==> config.mk <==
export PLATFORM = sky130hd
export DESIGN_NAME = seven_segment_number_frame_builder_flat
export DESIGN_NICKNAME = d
export VERILOG_FILES = /design/src/rtl/core/ssnfb_pkg.sv /design/src/rtl/core/ssnfb_if.sv /design/src/rtl/core/ssnfb_digit_pipe.sv /design/src/rtl/core/seven_segment_number_frame_builder.sv /design/src/flat_wrapper.sv
export SDC_FILE = /design/constraint.sdc
export NUM_CORES = 1
export LEC_CHECK = 0
export BUFFER_PORTS_ARGS = -buffer_cell sky130_fd_sc_hd__buf_4
export CAP_MARGIN = 20
export CORE_UTILIZATION = 48
export CTS_CLUSTER_DIAMETER = 100
export DETAILED_ROUTE_END_ITERATION = 10
export GPL_ROUTABILITY_DRIVEN = 0
export PLACE_DENSITY = 0.61
export SYNTH_ARGS = -nofsm -noshare
export SYNTH_HDL_FRONTEND = slang
export SYNTH_HIERARCHICAL = 1
export SYNTH_SLANG_ARGS = --single-unit
==> constraint.sdc <==
create_clock -name clk -period 13.6 [get_ports clk]
set_input_delay 3.4 -clock clk [delete_from_list [all_inputs] [get_ports clk]]
set_output_delay 3.4 -clock clk [all_outputs]
set_load 0.03 [all_outputs]
==> src/rtl/core/ssnfb_pkg.sv <==
// Shared types, constants and lookup functions of the seven-segment frame builder.
// No dependencies; every other file of the block imports this package.
`default_nettype none

package ssnfb_pkg;

	localparam int DIGITS    = 6;
	localparam int MAG_W     = 24;
	localparam int DEC_W     = 20;
	localparam int CFG_IDX_W = 1;
	localparam int CFG_DAT_W = 8;

	localparam logic [1:0] REQ_DEC   = 2'd0;
	localparam logic [1:0] REQ_HEX   = 2'd1;
	localparam logic [1:0] REQ_CLEAR = 2'd2;

	localparam logic [CFG_IDX_W-1:0] CFG_BRIGHTNESS = 1'b0;
	localparam logic [CFG_IDX_W-1:0] CFG_START_ADDR = 1'b1;

	localparam logic [2:0] BRIGHTNESS_RST = 3'd2;
	localparam logic [7:0] START_ADDR_RST = 8'hC0;

	localparam logic [7:0] CMD_AUTO_INC  = 8'h40;
	localparam logic [7:0] CMD_DISP_CTRL = 8'h88;
	localparam logic [7:0] SEG_DP        = 8'h80;
	localparam logic [7:0] SEG_MINUS     = 8'h40;
	localparam logic [7:0] SEG_BLANK     = 8'h00;

	// Byte positions within the nine-byte frame
	localparam logic [3:0] BYTE_CMD       = 4'd0;
	localparam logic [3:0] BYTE_ADDR      = 4'd1;
	localparam logic [3:0] BYTE_SEG_FIRST = 4'd2;
	localparam logic [3:0] BYTE_SEG_LAST  = 4'd7;
	localparam logic [3:0] BYTE_CTRL      = 4'd8;

	localparam logic signed [32:0] DEC_MAX = 33'sd999999;
	localparam logic signed [32:0] DEC_MIN = -33'sd99999;

	// Reciprocals for exact division of small values: x / d == (x * R) >> k
	localparam logic [20:0] RECIP_1000 = 21'd1073742; // k = 30, x < 2^20
	localparam logic [12:0] RECIP_10   = 13'd6554;    // k = 16, x < 1000
	localparam logic [9:0]  RECIP_100  = 10'd656;     // k = 16, x < 1000

	typedef logic [7:0] seg_t;
	typedef seg_t [DIGITS-1:0] seg_row_t;

	typedef struct packed {
		logic     valid;
		seg_row_t seg;
	} seg_frame_t;

	function automatic seg_t seg_font(input logic [3:0] d);
		seg_t s;
		unique case (d)
			4'h0: s = 8'h3F;
			4'h1: s = 8'h06;
			4'h2: s = 8'h5B;
			4'h3: s = 8'h4F;
			4'h4: s = 8'h66;
			4'h5: s = 8'h6D;
			4'h6: s = 8'h7D;
			4'h7: s = 8'h07;
			4'h8: s = 8'h7F;
			4'h9: s = 8'h6F;
			4'hA: s = 8'h77;
			4'hB: s = 8'h7C;
			4'hC: s = 8'h39;
			4'hD: s = 8'h5E;
			4'hE: s = 8'h79;
			4'hF: s = 8'h71;
		endcase
		return s;
	endfunction

	// Digit sent in each of the six segment slots
	function automatic logic [2:0] send_digit(input logic [2:0] slot);
		logic [2:0] d;
		unique case (slot)
			3'd0:    d = 3'd3;
			3'd1:    d = 3'd4;
			3'd2:    d = 3'd5;
			3'd3:    d = 3'd0;
			3'd4:    d = 3'd1;
			3'd5:    d = 3'd2;
			default: d = 3'd0;
		endcase
		return d;
	endfunction

endpackage

`default_nettype wire

==> src/rtl/core/ssnfb_if.sv <==
// Channel interfaces of the frame builder: request, frame byte and config write.
// Depends on ssnfb_pkg for the config index and data widths.
`default_nettype none

interface ssnfb_req_if ();
	logic              valid;
	logic              ready;
	logic [1:0]        req_type;
	logic signed [32:0] value;
	logic              show_zeros;
	logic [3:0]        dp_position;

	modport source (output valid, req_type, value, show_zeros, dp_position, input ready);
	modport sink   (input valid, req_type, value, show_zeros, dp_position, output ready);
endinterface

interface ssnfb_byte_if ();
	logic       valid;
	logic       ready;
	logic [7:0] data_byte;
	logic       frame_start;
	logic       frame_end;
	logic       last;

	modport source (output valid, data_byte, frame_start, frame_end, last, input ready);
	modport sink   (input valid, data_byte, frame_start, frame_end, last, output ready);
endinterface

interface ssnfb_cfg_if import ssnfb_pkg::*; ();
	logic                 valid;
	logic                 ready;
	logic [CFG_IDX_W-1:0] index;
	logic [CFG_DAT_W-1:0] data;

	modport source (output valid, index, data, input ready);
	modport sink   (input valid, index, data, output ready);
endinterface

`default_nettype wire

==> src/rtl/core/ssnfb_digit_pipe.sv <==
// Six-stage pipeline from request to the six segment bytes of a frame.
// Depends on ssnfb_pkg and the request interface in ssnfb_if.sv.
`default_nettype none

module ssnfb_digit_pipe import ssnfb_pkg::*; (
	input  logic         clk,
	input  logic         arst_n,
	ssnfb_req_if.sink    req,
	input  logic         take,
	output seg_frame_t   frame
);

	typedef struct packed {
		logic       is_num;
		logic       is_err;
		logic       is_hex;
		logic       neg;
		logic       lz;
		logic [3:0] dp;
	} ctl_t;

	logic v_s1, v_s2, v_s3, v_s4, v_s5, v_s6;
	logic rdy_s1, rdy_s2, rdy_s3, rdy_s4, rdy_s5, rdy_s6;

	ctl_t ctl_s1, ctl_s2, ctl_s3, ctl_s4, ctl_s5;
	logic [MAG_W-1:0] mag_s1, mag_s2, mag_s3, mag_s4;
	logic [9:0] q_s2, hi_s3, lo_s3, hi_s4, lo_s4;
	logic [6:0] thi_s4, tlo_s4;
	logic [3:0] hhi_s4, hlo_s4;
	logic [DIGITS-1:0][3:0] dig_s5;
	seg_row_t seg_s6;

	// Advance a stage when it is empty or its successor advances
	assign rdy_s6 = !v_s6 || take;
	assign rdy_s5 = !v_s5 || rdy_s6;
	assign rdy_s4 = !v_s4 || rdy_s5;
	assign rdy_s3 = !v_s3 || rdy_s4;
	assign rdy_s2 = !v_s2 || rdy_s3;
	assign rdy_s1 = !v_s1 || rdy_s2;
	assign req.ready = rdy_s1;

	always_ff @(posedge clk or negedge arst_n) begin
		if (!arst_n) begin
			v_s1 <= 1'b0;
			v_s2 <= 1'b0;
			v_s3 <= 1'b0;
			v_s4 <= 1'b0;
			v_s5 <= 1'b0;
			v_s6 <= 1'b0;
		end else begin
			if (rdy_s1) v_s1 <= req.valid;
			if (rdy_s2) v_s2 <= v_s1;
			if (rdy_s3) v_s3 <= v_s2;
			if (rdy_s4) v_s4 <= v_s3;
			if (rdy_s5) v_s5 <= v_s4;
			if (rdy_s6) v_s6 <= v_s5;
		end
	end

	// Stage 1: classify, range check, magnitude
	logic [32:0] raw;
	logic [32:0] abs_val;
	logic        is_dec, is_hex, dec_err, hex_err;
	ctl_t        ctl_in;
	logic [MAG_W-1:0] mag_in;

	always_comb begin
		raw     = req.value;
		abs_val = raw[32] ? (~raw + 33'd1) : raw;
		is_dec  = (req.req_type == REQ_DEC);
		is_hex  = (req.req_type == REQ_HEX);
		dec_err = (req.value > DEC_MAX) || (req.value < DEC_MIN);
		hex_err = |raw[32:MAG_W];
		ctl_in.is_num = (is_dec && !dec_err) || (is_hex && !hex_err);
		ctl_in.is_err = (is_dec && dec_err) || (is_hex && hex_err);
		ctl_in.is_hex = is_hex;
		ctl_in.neg    = is_dec && raw[32];
		ctl_in.lz     = req.show_zeros;
		ctl_in.dp     = req.dp_position;
		mag_in = is_hex ? raw[MAG_W-1:0] : {{(MAG_W-DEC_W){1'b0}}, abs_val[DEC_W-1:0]};
	end

	always_ff @(posedge clk) begin
		if (rdy_s1) begin
			ctl_s1 <= ctl_in;
			mag_s1 <= mag_in;
		end
	end

	// Stage 2: upper three decimal digits as magnitude / 1000
	logic [40:0] prod_k;
	assign prod_k = 41'(mag_s1[DEC_W-1:0]) * 41'(RECIP_1000);

	always_ff @(posedge clk) begin
		if (rdy_s2) begin
			ctl_s2 <= ctl_s1;
			mag_s2 <= mag_s1;
			q_s2   <= prod_k[39:30];
		end
	end

	// Stage 3: lower three decimal digits as the remainder
	logic [DEC_W-1:0] q_times, lo_full;
	assign q_times = 20'(q_s2) * 20'd1000;
	assign lo_full = mag_s2[DEC_W-1:0] - q_times;

	always_ff @(posedge clk) begin
		if (rdy_s3) begin
			ctl_s3 <= ctl_s2;
			mag_s3 <= mag_s2;
			hi_s3  <= q_s2;
			lo_s3  <= lo_full[9:0];
		end
	end

	// Stage 4: tens and hundreds quotients of each three-digit half
	logic [22:0] p10_hi, p10_lo;
	logic [19:0] p100_hi, p100_lo;
	assign p10_hi  = 23'(hi_s3) * 23'(RECIP_10);
	assign p10_lo  = 23'(lo_s3) * 23'(RECIP_10);
	assign p100_hi = 20'(hi_s3) * 20'(RECIP_100);
	assign p100_lo = 20'(lo_s3) * 20'(RECIP_100);

	always_ff @(posedge clk) begin
		if (rdy_s4) begin
			ctl_s4 <= ctl_s3;
			mag_s4 <= mag_s3;
			hi_s4  <= hi_s3;
			lo_s4  <= lo_s3;
			thi_s4 <= p10_hi[22:16];
			tlo_s4 <= p10_lo[22:16];
			hhi_s4 <= p100_hi[19:16];
			hlo_s4 <= p100_lo[19:16];
		end
	end

	// Stage 5: digit values, decimal or hex nibbles
	logic [DIGITS-1:0][3:0] dig_in;
	logic [9:0] d0_lo, d1_lo, d0_hi, d1_hi;

	always_comb begin
		d0_lo = lo_s4 - 10'(tlo_s4) * 10'd10;
		d1_lo = 10'(tlo_s4) - 10'(hlo_s4) * 10'd10;
		d0_hi = hi_s4 - 10'(thi_s4) * 10'd10;
		d1_hi = 10'(thi_s4) - 10'(hhi_s4) * 10'd10;
		if (ctl_s4.is_hex) begin
			for (int i = 0; i < DIGITS; i++) begin
				dig_in[i] = mag_s4[4*i +: 4];
			end
		end else begin
			dig_in[0] = d0_lo[3:0];
			dig_in[1] = d1_lo[3:0];
			dig_in[2] = hlo_s4;
			dig_in[3] = d0_hi[3:0];
			dig_in[4] = d1_hi[3:0];
			dig_in[5] = hhi_s4;
		end
	end

	always_ff @(posedge clk) begin
		if (rdy_s5) begin
			ctl_s5 <= ctl_s4;
			dig_s5 <= dig_in;
		end
	end

	// Stage 6: font, blanking, minus, dashes, decimal point
	seg_row_t          seg_in;
	logic [DIGITS-1:0] zero_up;
	logic              dp_hit;
	logic [2:0]        dp_idx;

	always_comb begin
		zero_up[DIGITS-1] = (dig_s5[DIGITS-1] == 4'd0);
		for (int i = DIGITS - 2; i >= 0; i--) begin
			zero_up[i] = zero_up[i+1] && (dig_s5[i] == 4'd0);
		end
		dp_hit = !ctl_s5.dp[3] && (ctl_s5.dp[2:0] < 3'(DIGITS));
		dp_idx = 3'(3'(DIGITS - 1) - ctl_s5.dp[2:0]);
		for (int i = 0; i < DIGITS; i++) begin
			if (ctl_s5.is_err) begin
				seg_in[i] = SEG_MINUS;
			end else if (!ctl_s5.is_num) begin
				seg_in[i] = SEG_BLANK;
			end else begin
				if (i > 0 && !ctl_s5.lz && zero_up[i]) seg_in[i] = SEG_BLANK;
				else                                    seg_in[i] = seg_font(dig_s5[i]);
				if (i == DIGITS - 1 && ctl_s5.neg)      seg_in[i] = SEG_MINUS;
				if (dp_hit && dp_idx == 3'(i))          seg_in[i] = seg_in[i] | SEG_DP;
			end
		end
	end

	always_ff @(posedge clk) begin
		if (rdy_s6) begin
			seg_s6 <= seg_in;
		end
	end

	assign frame.valid = v_s6;
	assign frame.seg   = seg_s6;

endmodule

`default_nettype wire

==> src/rtl/core/seven_segment_number_frame_builder.sv <==
// Top level of the seven-segment number frame builder: config registers,
// frame serializer and output register. Depends on ssnfb_pkg, ssnfb_if.sv, ssnfb_digit_pipe.
`default_nettype none

//  channel  modport  payload                                          role
//  req      sink     req_type, value, show_zeros, dp_position         one request per transfer
//  frame    source   data_byte, frame_start, frame_end, last          nine transfers per request
//  cfg      sink     index, data                                      register write, always ready
//
//  A request passes six pipeline stages, then the serializer, then the output
//  register before its first byte is offered on frame. The serializer sends one
//  byte per cycle while frame is not stalled, nine bytes per request; the next
//  frame's first byte follows the last byte with no gap.
//  Reset returns brightness to 2 and start_address to 0xC0; there is no clearing pass.
//  Backpressure on frame holds the output register, the serializer and then the
//  pipeline stage by stage; nothing is dropped or repeated.

module seven_segment_number_frame_builder import ssnfb_pkg::*; (
	input  logic          clk,
	input  logic          arst_n,
	ssnfb_req_if.sink     req,
	ssnfb_byte_if.source  frame,
	ssnfb_cfg_if.sink     cfg
);

	// Configuration registers
	logic [2:0] brightness_q;
	logic [7:0] start_addr_q;

	assign cfg.ready = 1'b1;

	always_ff @(posedge clk or negedge arst_n) begin
		if (!arst_n) begin
			brightness_q <= BRIGHTNESS_RST;
			start_addr_q <= START_ADDR_RST;
		end else if (cfg.valid) begin
			unique case (cfg.index)
				CFG_BRIGHTNESS: brightness_q <= cfg.data[2:0];
				CFG_START_ADDR: start_addr_q <= cfg.data;
			endcase
		end
	end

	// Segment pipeline
	seg_frame_t pipe_frame;
	logic       ser_take;

	ssnfb_digit_pipe u_pipe (
		.clk    (clk),
		.arst_n (arst_n),
		.req    (req),
		.take   (ser_take),
		.frame  (pipe_frame)
	);

	// Serializer: hold one frame, step a byte counter through it
	logic       frame_v_q;
	logic [3:0] cnt_q;
	seg_row_t   seg_q;
	logic       out_v_q;
	logic [7:0] out_byte_q;
	logic       out_start_q, out_end_q, out_last_q;

	logic       out_load;
	logic       emit;
	logic       last_emit;

	assign out_load  = !out_v_q || frame.ready;
	assign emit      = frame_v_q && out_load;
	assign last_emit = emit && (cnt_q == BYTE_CTRL);
	// Take the next frame when idle, or while the current one hands over its final byte
	assign ser_take  = !frame_v_q || last_emit;

	always_ff @(posedge clk or negedge arst_n) begin
		if (!arst_n) begin
			frame_v_q <= 1'b0;
			cnt_q     <= BYTE_CMD;
		end else if (ser_take && pipe_frame.valid) begin
			frame_v_q <= 1'b1;
			cnt_q     <= BYTE_CMD;
		end else if (last_emit) begin
			frame_v_q <= 1'b0;
		end else if (emit) begin
			cnt_q <= cnt_q + 4'd1;
		end
	end

	always_ff @(posedge clk) begin
		if (ser_take && pipe_frame.valid) seg_q <= pipe_frame.seg;
	end

	// Byte and framing flags for the current counter value
	logic [3:0] slot_full;
	logic [7:0] next_byte;
	logic       next_start, next_end, next_last;

	always_comb begin
		slot_full  = cnt_q - BYTE_SEG_FIRST;
		next_start = 1'b0;
		next_end   = 1'b0;
		next_last  = 1'b0;
		unique case (cnt_q)
			BYTE_CMD: begin
				next_byte  = CMD_AUTO_INC;
				next_start = 1'b1;
				next_end   = 1'b1;
			end
			BYTE_ADDR: begin
				next_byte  = start_addr_q;
				next_start = 1'b1;
			end
			BYTE_CTRL: begin
				next_byte  = CMD_DISP_CTRL + 8'(brightness_q);
				next_start = 1'b1;
				next_end   = 1'b1;
				next_last  = 1'b1;
			end
			default: begin
				next_byte = seg_q[send_digit(slot_full[2:0])];
				next_end  = (cnt_q == BYTE_SEG_LAST);
			end
		endcase
	end

	// Output register: parts the serializer from the frame sink
	always_ff @(posedge clk or negedge arst_n) begin
		if (!arst_n) begin
			out_v_q <= 1'b0;
		end else if (out_load) begin
			out_v_q <= frame_v_q;
		end
	end

	always_ff @(posedge clk) begin
		if (emit) begin
			out_byte_q  <= next_byte;
			out_start_q <= next_start;
			out_end_q   <= next_end;
			out_last_q  <= next_last;
		end
	end

	assign frame.valid       = out_v_q;
	assign frame.data_byte   = out_byte_q;
	assign frame.frame_start = out_start_q;
	assign frame.frame_end   = out_end_q;
	assign frame.last        = out_last_q;

	// Checks
	a_cnt_range: assert property (@(posedge clk) disable iff (!arst_n)
		frame_v_q |-> (cnt_q <= BYTE_CTRL))
		else $error("byte counter beyond frame end");

	a_hold_on_stall: assert property (@(posedge clk) disable iff (!arst_n)
		(frame_v_q && !out_load) |=> (frame_v_q && $stable(cnt_q)))
		else $error("serializer moved while output stalled");

	a_next_frame_head: assert property (@(posedge clk) disable iff (!arst_n)
		(frame.valid && frame.ready && frame.last) |=>
			(!frame.valid || (frame.data_byte == CMD_AUTO_INC && frame.frame_start)))
		else $error("frame does not open with the command byte");

endmodule

`default_nettype wire

==> src/flat_wrapper.sv <==
// flat-port wrapper written by rule: the top's interface ports become plain ports
module seven_segment_number_frame_builder_flat import ssnfb_pkg::*;
  (clk, arst_n, req_valid, req_req_type, req_value, req_show_zeros, req_dp_position, req_ready, frame_valid, frame_data_byte, frame_frame_start, frame_frame_end, frame_last, frame_ready, cfg_valid, cfg_index, cfg_data, cfg_ready);
  ssnfb_req_if req_i ();
  ssnfb_byte_if frame_i ();
  ssnfb_cfg_if cfg_i ();
  input  logic clk;
  input  logic arst_n;
  input wire logic [$bits(req_i.valid)-1:0] req_valid;
  input wire logic [$bits(req_i.req_type)-1:0] req_req_type;
  input wire logic [$bits(req_i.value)-1:0] req_value;
  input wire logic [$bits(req_i.show_zeros)-1:0] req_show_zeros;
  input wire logic [$bits(req_i.dp_position)-1:0] req_dp_position;
  output wire logic [$bits(req_i.ready)-1:0] req_ready;
  output wire logic [$bits(frame_i.valid)-1:0] frame_valid;
  output wire logic [$bits(frame_i.data_byte)-1:0] frame_data_byte;
  output wire logic [$bits(frame_i.frame_start)-1:0] frame_frame_start;
  output wire logic [$bits(frame_i.frame_end)-1:0] frame_frame_end;
  output wire logic [$bits(frame_i.last)-1:0] frame_last;
  input wire logic [$bits(frame_i.ready)-1:0] frame_ready;
  input wire logic [$bits(cfg_i.valid)-1:0] cfg_valid;
  input wire logic [$bits(cfg_i.index)-1:0] cfg_index;
  input wire logic [$bits(cfg_i.data)-1:0] cfg_data;
  output wire logic [$bits(cfg_i.ready)-1:0] cfg_ready;
  assign req_i.valid = req_valid;
  assign req_i.req_type = req_req_type;
  assign req_i.value = req_value;
  assign req_i.show_zeros = req_show_zeros;
  assign req_i.dp_position = req_dp_position;
  assign req_ready = req_i.ready;
  assign frame_valid = frame_i.valid;
  assign frame_data_byte = frame_i.data_byte;
  assign frame_frame_start = frame_i.frame_start;
  assign frame_frame_end = frame_i.frame_end;
  assign frame_last = frame_i.last;
  assign frame_i.ready = frame_ready;
  assign cfg_i.valid = cfg_valid;
  assign cfg_i.index = cfg_index;
  assign cfg_i.data = cfg_data;
  assign cfg_ready = cfg_i.ready;
  seven_segment_number_frame_builder u_core (.clk(clk), .arst_n(arst_n), .req(req_i), .frame(frame_i), .cfg(cfg_i));
endmodule
==> impl_metrics.toml <==
[critical_path]
cp-start-kind = "input pin"
arrival_ns = 5.89
crit_required_ns = 10.20
cpPeakStageDelay_ns = 0.49
worstReg2RegEnd = "u_core/u_pipe/q_s2[2]$_DFFE_PP_"
cp_num_buf_inv = 5
ff2ff_path_depth = 19
cp_top_family = "buffers and inverters"
r2r_start = "u_core/u_pipe/mag_s1[6]$_DFFE_PP_"
critPathMostFrequentCell = "buf_4"
path_cells = "buf_4 > nand2b_1 > nand2_1 > nand2_1 > nand2b_2 > buf_4 > nor2_1 > nand4_1 > buf_4 > inv_1 > nand2_2 > buf_4"
cp_slowest_cell = "buf_4"
critPathKind = "in -> out"
end_kind = "primary output"
ff2ff_setup_slack_ns = 7.27
crit_fanout = 50

[floorplanning]
rows = 84
fp.dieW_um = 234
die_y_um = 234
dieArea_um2 = 54800
start_util_pct = 48.9
design.portCount = 68
core-area_um2 = 52900

[power_and_ir_drop]
peakVddDrop_v = 0.000177
power_density_nw_per_um2 = 206
cellLeakagePower_nw = 12.7

[place]
port-buffer-count = 66
hpwlAfterDp_um = 38600

[clock_tree]
cts-root-buf = "clkbuf_16"
htree_levels = 2
cts_resized = 0
clockBufferDepth = 3
clk_latency_ns = 0.56
post_cts_buffers = 0
cts.clk_slew.worst_paths_ns = 0.06
cts_sinks = 384
postCtsHoldBufs = 0
tritoncts = "yes"
cts_made_buffers = 41

[sta]
setup-tns-final_ns = 0
drv_slew = 0
fin_skew_ns = 0.0253
max_slew_margin_pct = 31.1
finalHoldViolCount = 0
worstMarginPinSlew_ns = 1.00
hold_slack_ns = 0.396
max_freq_mhz = 108
period_share_pct = 68.3
layout_min_cycle_time_ns = 9.29
rsz0062_at_grt = "no"
finalSetupViolCount = 0

[logic_synthesis]
synth.area.top_cells = "edfxtp_1, ha_1, fa_1"
synth_area_per_cell_um2 = 12.2
synth_nets = 2719
netlist_area_um2 = 25800
synthArstFlopShare_pct = 5.99
ys_seq_area_share_pct = 42.6
yosysWarnings = 6
synth_flop_cell = "edfxtp_1"
syn-instance-count = 2111
yosys.area.top_type = "edfxtp_1"
yosysTopAreaCellShare_pct = 37.1
ys_seq_elements = 384
ys_types = 73
synth_edf_count = 319

[routing]
ant_nets = 0
wirelength_um = 49000
vias = 15100
vias_per_cell = 5.16
drc_errors = 5
dr.first_iter.drc_count = 549
first_pass_iters = 8
post_drt_wl_per_cell_um = 16.8

[status]
violations = "design-rule violations"
status = "complete, but fails checks"

[hold_path]
hp-start = "u_core/u_pipe/ctl_s4[2]$_DFFE_PP_"
hp-class = "reg -> reg"
hold_depth = 0
hold_end = "u_core/u_pipe/ctl_s5[2]$_DFFE_PN_"

[final_layout]
syn_to_final_growth_pct = 10.1
finish.net_count = 2804
diodes = 0
fill_cells = 4527
drive_gt1_share_pct = 8.44

[global_routing]
grt_overflow = 0
grt_pass1_vias = 15900
grt_max_degree = 62
grt_antenna_before_repair = 0
grtUsageTotal_pct = 18.8
grt_pass1_wl_um = 80800

[run]
cap_viol_max_count = 0
layout make-up:
class                      count  area (µm²)  share of cell area, %
clock buffer                  54        1070                   3.78
clock inverter                20         279                  0.981
inverter                     391        1470                   5.16
multi-input combinational   1303       13200                   46.4
sequential                   384       11000                   38.7
tap                          688         861                   3.03
timing repair buffer          75         559                   1.97
cell families (layout without fill, tap and decap cells):
logic type                 Yosys count  after routing  share of synthesized area [%]
AOI/OAI and AO/OA                  282            282                           7.44
xor gates and xnor gates            81             81                           2.75
adders and majority gates          554            554                           31.3
buffers and inverters              424            540                           6.40
DFF                                384            384                           42.6
muxes                               62             62                           2.75
other                                1              1                         0.0145
and+or+nand+nor                    323            323                           6.79
worst max-delay path by stage:
stage                            from   endpoint  slack [ns]  depth (start not counted)
after floorplan           frame_ready  req_ready        2.56                          8
after global placement    frame_ready  req_ready        4.27                         12
after detailed placement  frame_ready  req_ready        4.30                         12
after CTS                 frame_ready  req_ready        4.27                         12
after global routing      frame_ready  req_ready        4.02                         12
final                     frame_ready  req_ready        4.31                         12
synth_stat cells, types with 4 or more instances:
| cell type | instances |
|---|---|
| nor2b_1 | 15 |
| ha_1 | 401 |
| and3_1 | 14 |
| a221oi_1 | 4 |
| buf_4 | 5 |
| mux2_2 | 27 |
| a21o_1 | 30 |
| edfxtp_1 | 319 |
| dfxtp_1 | 42 |
| dfrtp_1 | 20 |
| fa_1 | 153 |
| xor2_1 | 29 |
| o211ai_1 | 29 |
| a31oi_1 | 13 |
| and2_1 | 46 |
| or2_2 | 4 |
| nand2b_1 | 30 |
| xnor2_1 | 52 |
| a22oi_1 | 8 |
| a2111oi_0 | 4 |
| o22a_1 | 12 |
| or4_1 | 4 |
| mux2i_1 | 30 |
| buf_6 | 4 |
| o21ai_0 | 50 |
| nand3_1 | 12 |
| clkbuf_1 | 13 |
| nor3_1 | 17 |
| nand4_1 | 21 |
| or3_1 | 26 |
| nor2_1 | 47 |
| nor4_1 | 11 |
| o21a_1 | 14 |
| o31ai_1 | 8 |
| a22o_1 | 5 |
| o2111ai_1 | 5 |
| nand2_1 | 64 |
| inv_1 | 391 |
| a211oi_1 | 7 |
| a21oi_1 | 58 |
| mux4_2 | 4 |
| o21bai_1 | 6 |
| buf_2 | 10 |
power by group:
| group | total (mW) | switching (mW) | internal, mW |
|---|---|---|---|
| Combinational | 3.20 | 1.81 | 1.39 |
| Clock | 1.10 | 0.444 | 0.659 |
| Sequential | 1.55 | 0.0852 | 1.47 |
| Total | 5.86 | 2.34 | 3.52 |
layer usage:
layer | share of wire, % | vias to the layer above | global-route usage (%)
met4 | 1.9 | 0 | 4.97
met3 | 2.9 | 66 | 2.46
met2 | 51 | 235 | 33.9
li1 | - | 7489 | -
met5 | 0 | - | 0
met1 | 44 | 7261 | 23.6
metrics by stage:
stage               cells  instance area (µm²)  total power, mW  utilization [%]  setup WS, ns
CTS                  2915                28400             5.93             53.8          4.27
detailed placement   2841                27100             4.77             51.2          4.30
global route         2915                28400             6.44             53.8          4.02
floorplan            2111                25800             3.99                -          2.56
global placement     2840                27100             4.69             51.2          4.27
finish               2915                28400             5.86             53.8          4.31
cells in the final DEF (no fill, tap or decap), types with 7 or more instances in the layout:
master / n
clkbuf_1: 13
clkbuf_16: 41
and3_1: 14
inv_1: 390
o22a_1: 12
or3_1: 26
mux2i_1: 30
edfxtp_1: 319
a22oi_1: 8
ha_1: 401
a31oi_1: 13
a21o_1: 30
nand2_1: 62
buf_4: 74
o21a_1: 14
dfrtp_1: 20
nand3_1: 11
xor2_1: 29
nand4_1: 21
o211ai_1: 29
dfxtp_1: 42
o21ai_0: 50
fa_1: 153
nor3_1: 17
nand2b_1: 29
nor4_1: 11
nor2_1: 47
and2_1: 45
a211oi_1: 7
a21oi_1: 58
xnor2_1: 52
o31ai_1: 8
nor2b_1: 15
mux2_2: 27
Power figures use the tool's default switching activity.
